$ cat src/sfrx_pkg.sv
// shared types and constants for the serial frame receiver
// no dependencies; imported by sfrx_core, serial_frame_receiver_xor and the testbench
`timescale 1ns / 1ps

package sfrx_pkg;

    // smallest legal length byte (receiver plus checksum)
    localparam logic [7:0]  MIN_LEN       = 8'd2;
    localparam logic [15:0] TIMEOUT_RESET = 16'd50;

    // item kinds on the input side
    localparam logic ACT_BYTE = 1'b0;
    localparam logic ACT_TICK = 1'b1;

    // frame status codes
    localparam logic [1:0] ST_OK       = 2'd0;
    localparam logic [1:0] ST_BAD_SUM  = 2'd1;
    localparam logic [1:0] ST_BAD_LEN  = 2'd2;
    localparam logic [1:0] ST_TIMEOUT  = 2'd3;

    // receive phases, one-hot
    typedef enum logic [3:0] {
        PH_IDLE = 4'b0001,
        PH_LEN  = 4'b0010,
        PH_RECV = 4'b0100,
        PH_DATA = 4'b1000
    } phase_t;

    // one result from the frame engine
    typedef struct packed {
        logic       valid;
        logic       frame_end;
        logic [7:0] sender_addr;
        logic [7:0] receiver_addr;
        logic [7:0] data_byte;
        logic [7:0] payload_count;
        logic [1:0] status;
    } result_t;

endpackage

$ cat src/sfrx_core.sv
// frame engine: phase, addresses, running xor and counters for one stream
// depends on sfrx_pkg
`timescale 1ns / 1ps

module sfrx_core
    import sfrx_pkg::*;
(
    input  logic        clk,
    input  logic        rst_n,
    input  logic        step,
    input  logic        action,
    input  logic [7:0]  rx_byte,
    input  logic [15:0] timeout_ticks,
    output result_t     res
);

    phase_t      phase_reg, phase_next;
    logic [7:0]  sender_reg, sender_next;
    logic [7:0]  receiver_reg, receiver_next;
    logic [7:0]  left_reg, left_next;
    logic [7:0]  xor_reg, xor_next;
    logic [7:0]  count_reg, count_next;
    logic [15:0] tick_reg, tick_next;
    logic [15:0] tick_inc;
    logic [7:0]  count_inc;

    assign tick_inc  = tick_reg + 16'd1;
    assign count_inc = count_reg + 8'd1;

    // next state and result for the item in the input register
    always_comb
    begin
        phase_next    = phase_reg;
        sender_next   = sender_reg;
        receiver_next = receiver_reg;
        left_next     = left_reg;
        xor_next      = xor_reg;
        count_next    = count_reg;
        tick_next     = tick_reg;

        res.valid         = 1'b0;
        res.frame_end     = 1'b1;
        res.sender_addr   = sender_reg;
        res.receiver_addr = receiver_reg;
        res.data_byte     = 8'd0;
        res.payload_count = count_reg;
        res.status        = ST_OK;

        if (step)
        begin
            if (action == ACT_TICK)
            begin
                // ticks only count once the length is in
                if (phase_reg == PH_RECV || phase_reg == PH_DATA)
                begin
                    tick_next = tick_inc;
                    if (tick_inc >= timeout_ticks)
                    begin
                        res.valid  = 1'b1;
                        res.status = ST_TIMEOUT;
                        phase_next = PH_IDLE;
                    end
                end
            end
            else
            begin
                unique case (phase_reg)
                    PH_IDLE:
                    begin
                        sender_next   = rx_byte;
                        receiver_next = 8'd0;
                        count_next    = 8'd0;
                        xor_next      = rx_byte;
                        phase_next    = PH_LEN;
                    end
                    PH_LEN:
                    begin
                        if (rx_byte < MIN_LEN)
                        begin
                            res.valid  = 1'b1;
                            res.status = ST_BAD_LEN;
                            phase_next = PH_IDLE;
                        end
                        else
                        begin
                            left_next  = rx_byte;
                            xor_next   = xor_reg ^ rx_byte;
                            tick_next  = 16'd0;
                            phase_next = PH_RECV;
                        end
                    end
                    PH_RECV:
                    begin
                        receiver_next = rx_byte;
                        xor_next      = xor_reg ^ rx_byte;
                        left_next     = left_reg - 8'd1;
                        phase_next    = PH_DATA;
                    end
                    PH_DATA:
                    begin
                        res.valid = 1'b1;
                        if (left_reg <= 8'd1)
                        begin
                            // checksum byte closes the frame
                            res.status = (rx_byte == xor_reg) ? ST_OK : ST_BAD_SUM;
                            phase_next = PH_IDLE;
                        end
                        else
                        begin
                            xor_next          = xor_reg ^ rx_byte;
                            count_next        = count_inc;
                            left_next         = left_reg - 8'd1;
                            res.frame_end     = 1'b0;
                            res.data_byte     = rx_byte;
                            res.payload_count = count_inc;
                        end
                    end
                    default:
                    begin
                        phase_next = PH_IDLE;
                    end
                endcase
            end
        end
    end

    // frame state registers
    always_ff @(posedge clk or negedge rst_n)
    begin
        if (!rst_n)
        begin
            phase_reg    <= PH_IDLE;
            sender_reg   <= 8'd0;
            receiver_reg <= 8'd0;
            left_reg     <= 8'd0;
            xor_reg      <= 8'd0;
            count_reg    <= 8'd0;
            tick_reg     <= 16'd0;
        end
        else
        begin
            phase_reg    <= phase_next;
            sender_reg   <= sender_next;
            receiver_reg <= receiver_next;
            left_reg     <= left_next;
            xor_reg      <= xor_next;
            count_reg    <= count_next;
            tick_reg     <= tick_next;
        end
    end

endmodule

$ cat src/serial_frame_receiver_xor.sv
// serial frame receiver with xor checksum: input register, frame engine, result register
// the frame engine update between the input register and the result register is
// combinational; one item per cycle sustained while results are taken, and a result
// held by m_tready low stalls s_tready
// reset: rst_n async active low; idle awaiting sender, counters zero, timeout 50 ticks
// depends on sfrx_pkg and sfrx_core
`timescale 1ns / 1ps

module serial_frame_receiver_xor
    import sfrx_pkg::*;
(
    input  logic        clk,
    input  logic        rst_n,
    // configuration: timeout_ticks
    input  logic        cfg_wr_en,
    input  logic [15:0] cfg_wr_data,
    // input stream
    input  logic        s_tvalid,
    output logic        s_tready,
    input  logic [7:0]  s_tdata,    // [7:0] rx_byte
    input  logic        s_tuser,    // [0] action
    // result stream
    output logic        m_tvalid,
    input  logic        m_tready,
    output logic [39:0] m_tdata,    // [7:0] sender_addr, [15:8] receiver_addr,
                                    // [23:16] data_byte, [31:24] payload_count,
                                    // [33:32] status, [39:34] zero
    output logic        m_tlast     // frame_end
);

    logic [15:0] timeout_reg;
    logic        in_valid_reg;
    logic        in_action_reg;
    logic [7:0]  in_byte_reg;
    logic        out_valid_reg;
    result_t     out_reg;
    result_t     res;
    logic        advance;

    // the input register moves on when the result slot is free or being drained
    assign advance  = in_valid_reg && (!out_valid_reg || m_tready);
    assign s_tready = !in_valid_reg || advance;

    // timeout register
    always_ff @(posedge clk or negedge rst_n)
    begin
        if (!rst_n)
        begin
            timeout_reg <= TIMEOUT_RESET;
        end
        else if (cfg_wr_en)
        begin
            timeout_reg <= cfg_wr_data;
        end
    end

    // input register
    always_ff @(posedge clk or negedge rst_n)
    begin
        if (!rst_n)
        begin
            in_valid_reg <= 1'b0;
        end
        else if (s_tready)
        begin
            in_valid_reg <= s_tvalid;
        end
    end

    always_ff @(posedge clk)
    begin
        if (s_tready && s_tvalid)
        begin
            in_action_reg <= s_tuser;
            in_byte_reg   <= s_tdata;
        end
    end

    sfrx_core u_core (
        .clk           (clk),
        .rst_n         (rst_n),
        .step          (advance),
        .action        (in_action_reg),
        .rx_byte       (in_byte_reg),
        .timeout_ticks (timeout_reg),
        .res           (res)
    );

    // result register
    always_ff @(posedge clk or negedge rst_n)
    begin
        if (!rst_n)
        begin
            out_valid_reg <= 1'b0;
        end
        else if (advance)
        begin
            out_valid_reg <= res.valid;
        end
        else if (m_tready)
        begin
            out_valid_reg <= 1'b0;
        end
    end

    always_ff @(posedge clk)
    begin
        if (advance && res.valid)
        begin
            out_reg <= res;
        end
    end

    // result transfer
    assign m_tvalid = out_valid_reg;
    assign m_tlast  = out_reg.frame_end;
    assign m_tdata  = {6'd0, out_reg.status, out_reg.payload_count, out_reg.data_byte,
                       out_reg.receiver_addr, out_reg.sender_addr};

endmodule

$ cat config.mk
export PLATFORM = sky130hd
export DESIGN_NAME = serial_frame_receiver_xor
export DESIGN_NICKNAME = d
export VERILOG_FILES = /design/src/sfrx_pkg.sv /design/src/sfrx_core.sv /design/src/serial_frame_receiver_xor.sv
export SDC_FILE = /design/constraint.sdc
export NUM_CORES = 1
export LEC_CHECK = 0
export ABC_CLOCK_PERIOD_IN_PS = 6100
export BUFFER_PORTS_ARGS = -buffer_cell sky130_fd_sc_hd__clkbuf_2
export CAP_MARGIN = 20
export CORE_ASPECT_RATIO = 1.5
export CORE_MARGIN = 3
export CORE_UTILIZATION = 25
export CTS_CLUSTER_SIZE = 10
export DETAILED_ROUTE_END_ITERATION = 6
export GPL_ROUTABILITY_DRIVEN = 0
export PLACE_DENSITY_LB_ADDON = 0.1
export SETUP_SLACK_MARGIN = 0.02
export SLEW_MARGIN = 10
export SYNTH_ARGS = -nofsm -noshare
export SYNTH_HDL_FRONTEND = slang
export SYNTH_SLANG_ARGS = --single-unit
$ cat constraint.sdc
create_clock -name clk -period 6.1 [get_ports clk]
set_input_delay 1.525 -clock clk [delete_from_list [all_inputs] [get_ports clk]]
set_output_delay 1.525 -clock clk [all_outputs]
set_load 0.05 [all_outputs]
==> qor.csv <==
stage,metric,value,unit
clock_network,Post-CTS Resized,0,
route,average wire per standard cell,16.4,µm
synthesis,"area leader, netlist",dfrtp_1,
grt,vias in the first global route,4533,
run,max cap viols,0,
synthesis,post-synthesis register bit count,122,
grt,met1 GRT Util,13.1,%
cells_and_area,fin area,7280,µm²
clock_network,CTS tree,done,
grt,peak-usage layer in the global routing report,met2,
synthesis,Syn. warnings,0,
cells_and_area,# diodes,0,
setup_path,Crit Path Class,in2out,
timing,Final setup viols,0,
setup_path,Crit. End Element,primary output,
route,DR iter-0 viols,169,
route,DR pass1 iterations,6,
worst_hold_path,Worst Hold Class,reg2reg,
grt,first-pass GRT wire length,25100,µm
floorplanning,row count,68,
synthesis,"Seq/Total Area, Yosys",55.1,%
setup_path,Worst EP arrival,2.44,ns
timing,skew final,0.00683,ns
route,vias,4348,
grt,largest net degree at the start of global routing,78,
floorplanning,# IOs,73,
clock_network,post-CTS setup buffers,0,
clock_network,H-tree Lvls,4,
run_status,status,finished clean,
cells_and_area,share of cells above drive strength 1,18.9,%
synthesis,top post-synthesis cells by area,"dfrtp_1 31%, edfxtp_1 22%, nand2_1 6.1%",
route,Routed WL,15800,µm
synthesis,most frequent cells after synthesis,"97 x nand2_1, 74 x dfrtp_1, 44 x edfxtp_1, 44 x o21ai_0, 32 x inv_1",
timing,Worst-Margin Slew,0.788,ns
timing,post-route clock period utilization,65.0,%
cells_and_area,Layout Nets,689,
cells_and_area,Layout area overhead,22.4,%
synthesis,number of flops mapped to enable cells by yosys,44,
power,peak supply drop,0.000182,V
clock_network,Clock Tree Buf Depth,2,
timing,Slew HR,47.2,%
floorplanning,total core area,23200,µm²
power,Leak Pwr,3.09,nW
clock_network,clock root buffer,clkbuf_16,
setup_path,critical path startpoint category,input pin,
timing,fin crit period,3.96,ns
grt,met3 usage,3.73,%
timing,"Hold Vio Cnt, Final",0,
timing,FMAX,0.252,GHz
timing,Max Slew Vio Count,0,
synthesis,ys flop type,dfrtp_1,
route,DRT antenna net count,0,
clock_network,hold-fix buffers at CTS,0,
synthesis,Mapped Area,5950,µm²
clock_network,clock latency on the worst-skew pair,0.42,ns
timing,setup TNS,0,ns
route,routed vias/inst,4.50,
grt,M2 GR Usage,23.4,%
cells_and_area,max FFs per register,34,
floorplanning,Die ar.,25700,µm²
route,DRC Markers,0,
floorplanning,DIE WIDTH,132,µm
floorplanning,die height,195,µm
setup_path,CP Max Fanout,6,
clock_network,CTS Buf Count,17,
synthesis,most common cell in the synthesized netlist,nand2_1,
setup_path,CP required,4.58,ns
placement,DP Wirelength,11400,µm
synthesis,Synth Instances,567,
floorplanning,Initial Util,25.6,%
synthesis,Netlist cell types,62,
clock_network,Sinks on Clock Net,122,
placement,Area after DPL,6600,µm²
clock_network,Clock transition at path regs,0.06,ns
timing,RSZ-0062 raised after global routing,no,
synthesis,Async SR Flop Fraction,63.9,%
synthesis,Syn Area/Cell,10.5,µm²
grt,grt total ovfl,0,
synthesis,Yosys top cell area share,31.1,%
placement,number of buffers added on ports,66,
grt,antenna violations before repair,0,
cells_and_area,fill cell count,2417,
grt,Tot GR Track Use,12.7,%
power,power per cell area,372,nW/µm²
setup_path,r2r setup slk,2.62,ns
[final timing paths]
check | depth (start not counted) | to | startpoint
worst min-delay path | 0 | m_tdata[3] | u_core.sender_reg[3]
worst max-delay path | 4 | s_tready | m_tready
worst min register to register | 0 | m_tdata[3] | u_core.sender_reg[3]
min in group asynchronous | 1 | in_valid_reg | rst_n
max in group asynchronous | 3 | timeout_reg[5] | rst_n
worst max register to register | 11 | m_tdata[4] | u_core.tick_reg[0]
[report_power, final]
group	switching [mW]	internal [mW]
sequential	0.139	1.00
combinational	0.337	0.215
clock	0.407	0.610
[layer usage]
metal / up-vias / wire length [µm]
met3: 30 / 597
met4: 0 / 554
met1: 2089 / 6000
met2: 86 / 8700
met5: - / 0
li1: 2143 / -
[cells by family after synthesis]
group	share of synthesized area, %
AND/OR/NAND/NOR	17.0
XOR/XNOR	5.59
buffers and inverters	4.63
adder cells (fa/ha/maj)	4.21
other	0.0630
flip-flops	55.1
multiplexers	0.547
AO/OA/AOI/OAI	12.9
[area by class of cell]
type	count	area, µm²	area share [%]
flip-flops and latches	122	3280	45.0
multi-input cells	389	2430	33.4
repair buffers	76	465	6.39
clock buffers	17	425	5.84
well taps	315	394	5.41
clock inverters	15	166	2.29
inverters	33	124	1.70
[metrics by stage]
step | instances | setup slack [ns] | util (%) | hold slack [ns] | total power [mW]
after CTS | 962 | 2.12 | 30.9 | 0.443 | 2.73
after global placement | 930 | 2.14 | 28.4 | 0.432 | 1.69
after floorplan | 572 | 1.05 | - | 0.425 | 1.53
after global routing | 967 | 2.01 | 31.4 | 0.462 | 2.86
final | 967 | 2.14 | 31.4 | 0.443 | 2.71
after detailed placement | 930 | 2.12 | 28.4 | 0.430 | 1.70
[worst max-delay path, cell delays in order]
cell      delay, ns
clkbuf_2       0.08
nor2b_1        0.41
nand2_1        0.16
clkbuf_2       0.27
[placed cells by master, fill, tap and decap left out, drive strengths merged, types with 5 or more instances in the layout]
cell type   n
a21oi      23
a22o       10
a31oi       6
and2       10
buf        11
clkbuf     82
clkinv      5
conb        6
dfrtp      74
edfxtp     44
ha         20
inv        38
nand2      97
nand3      17
nand4       6
nor2       18
nor3       10
nor3b       9
nor4        5
o21ai      44
o22ai       6
or3         9
xnor2      23
xor2       15
No activity file was read; power rests on OpenSTA's default activity.
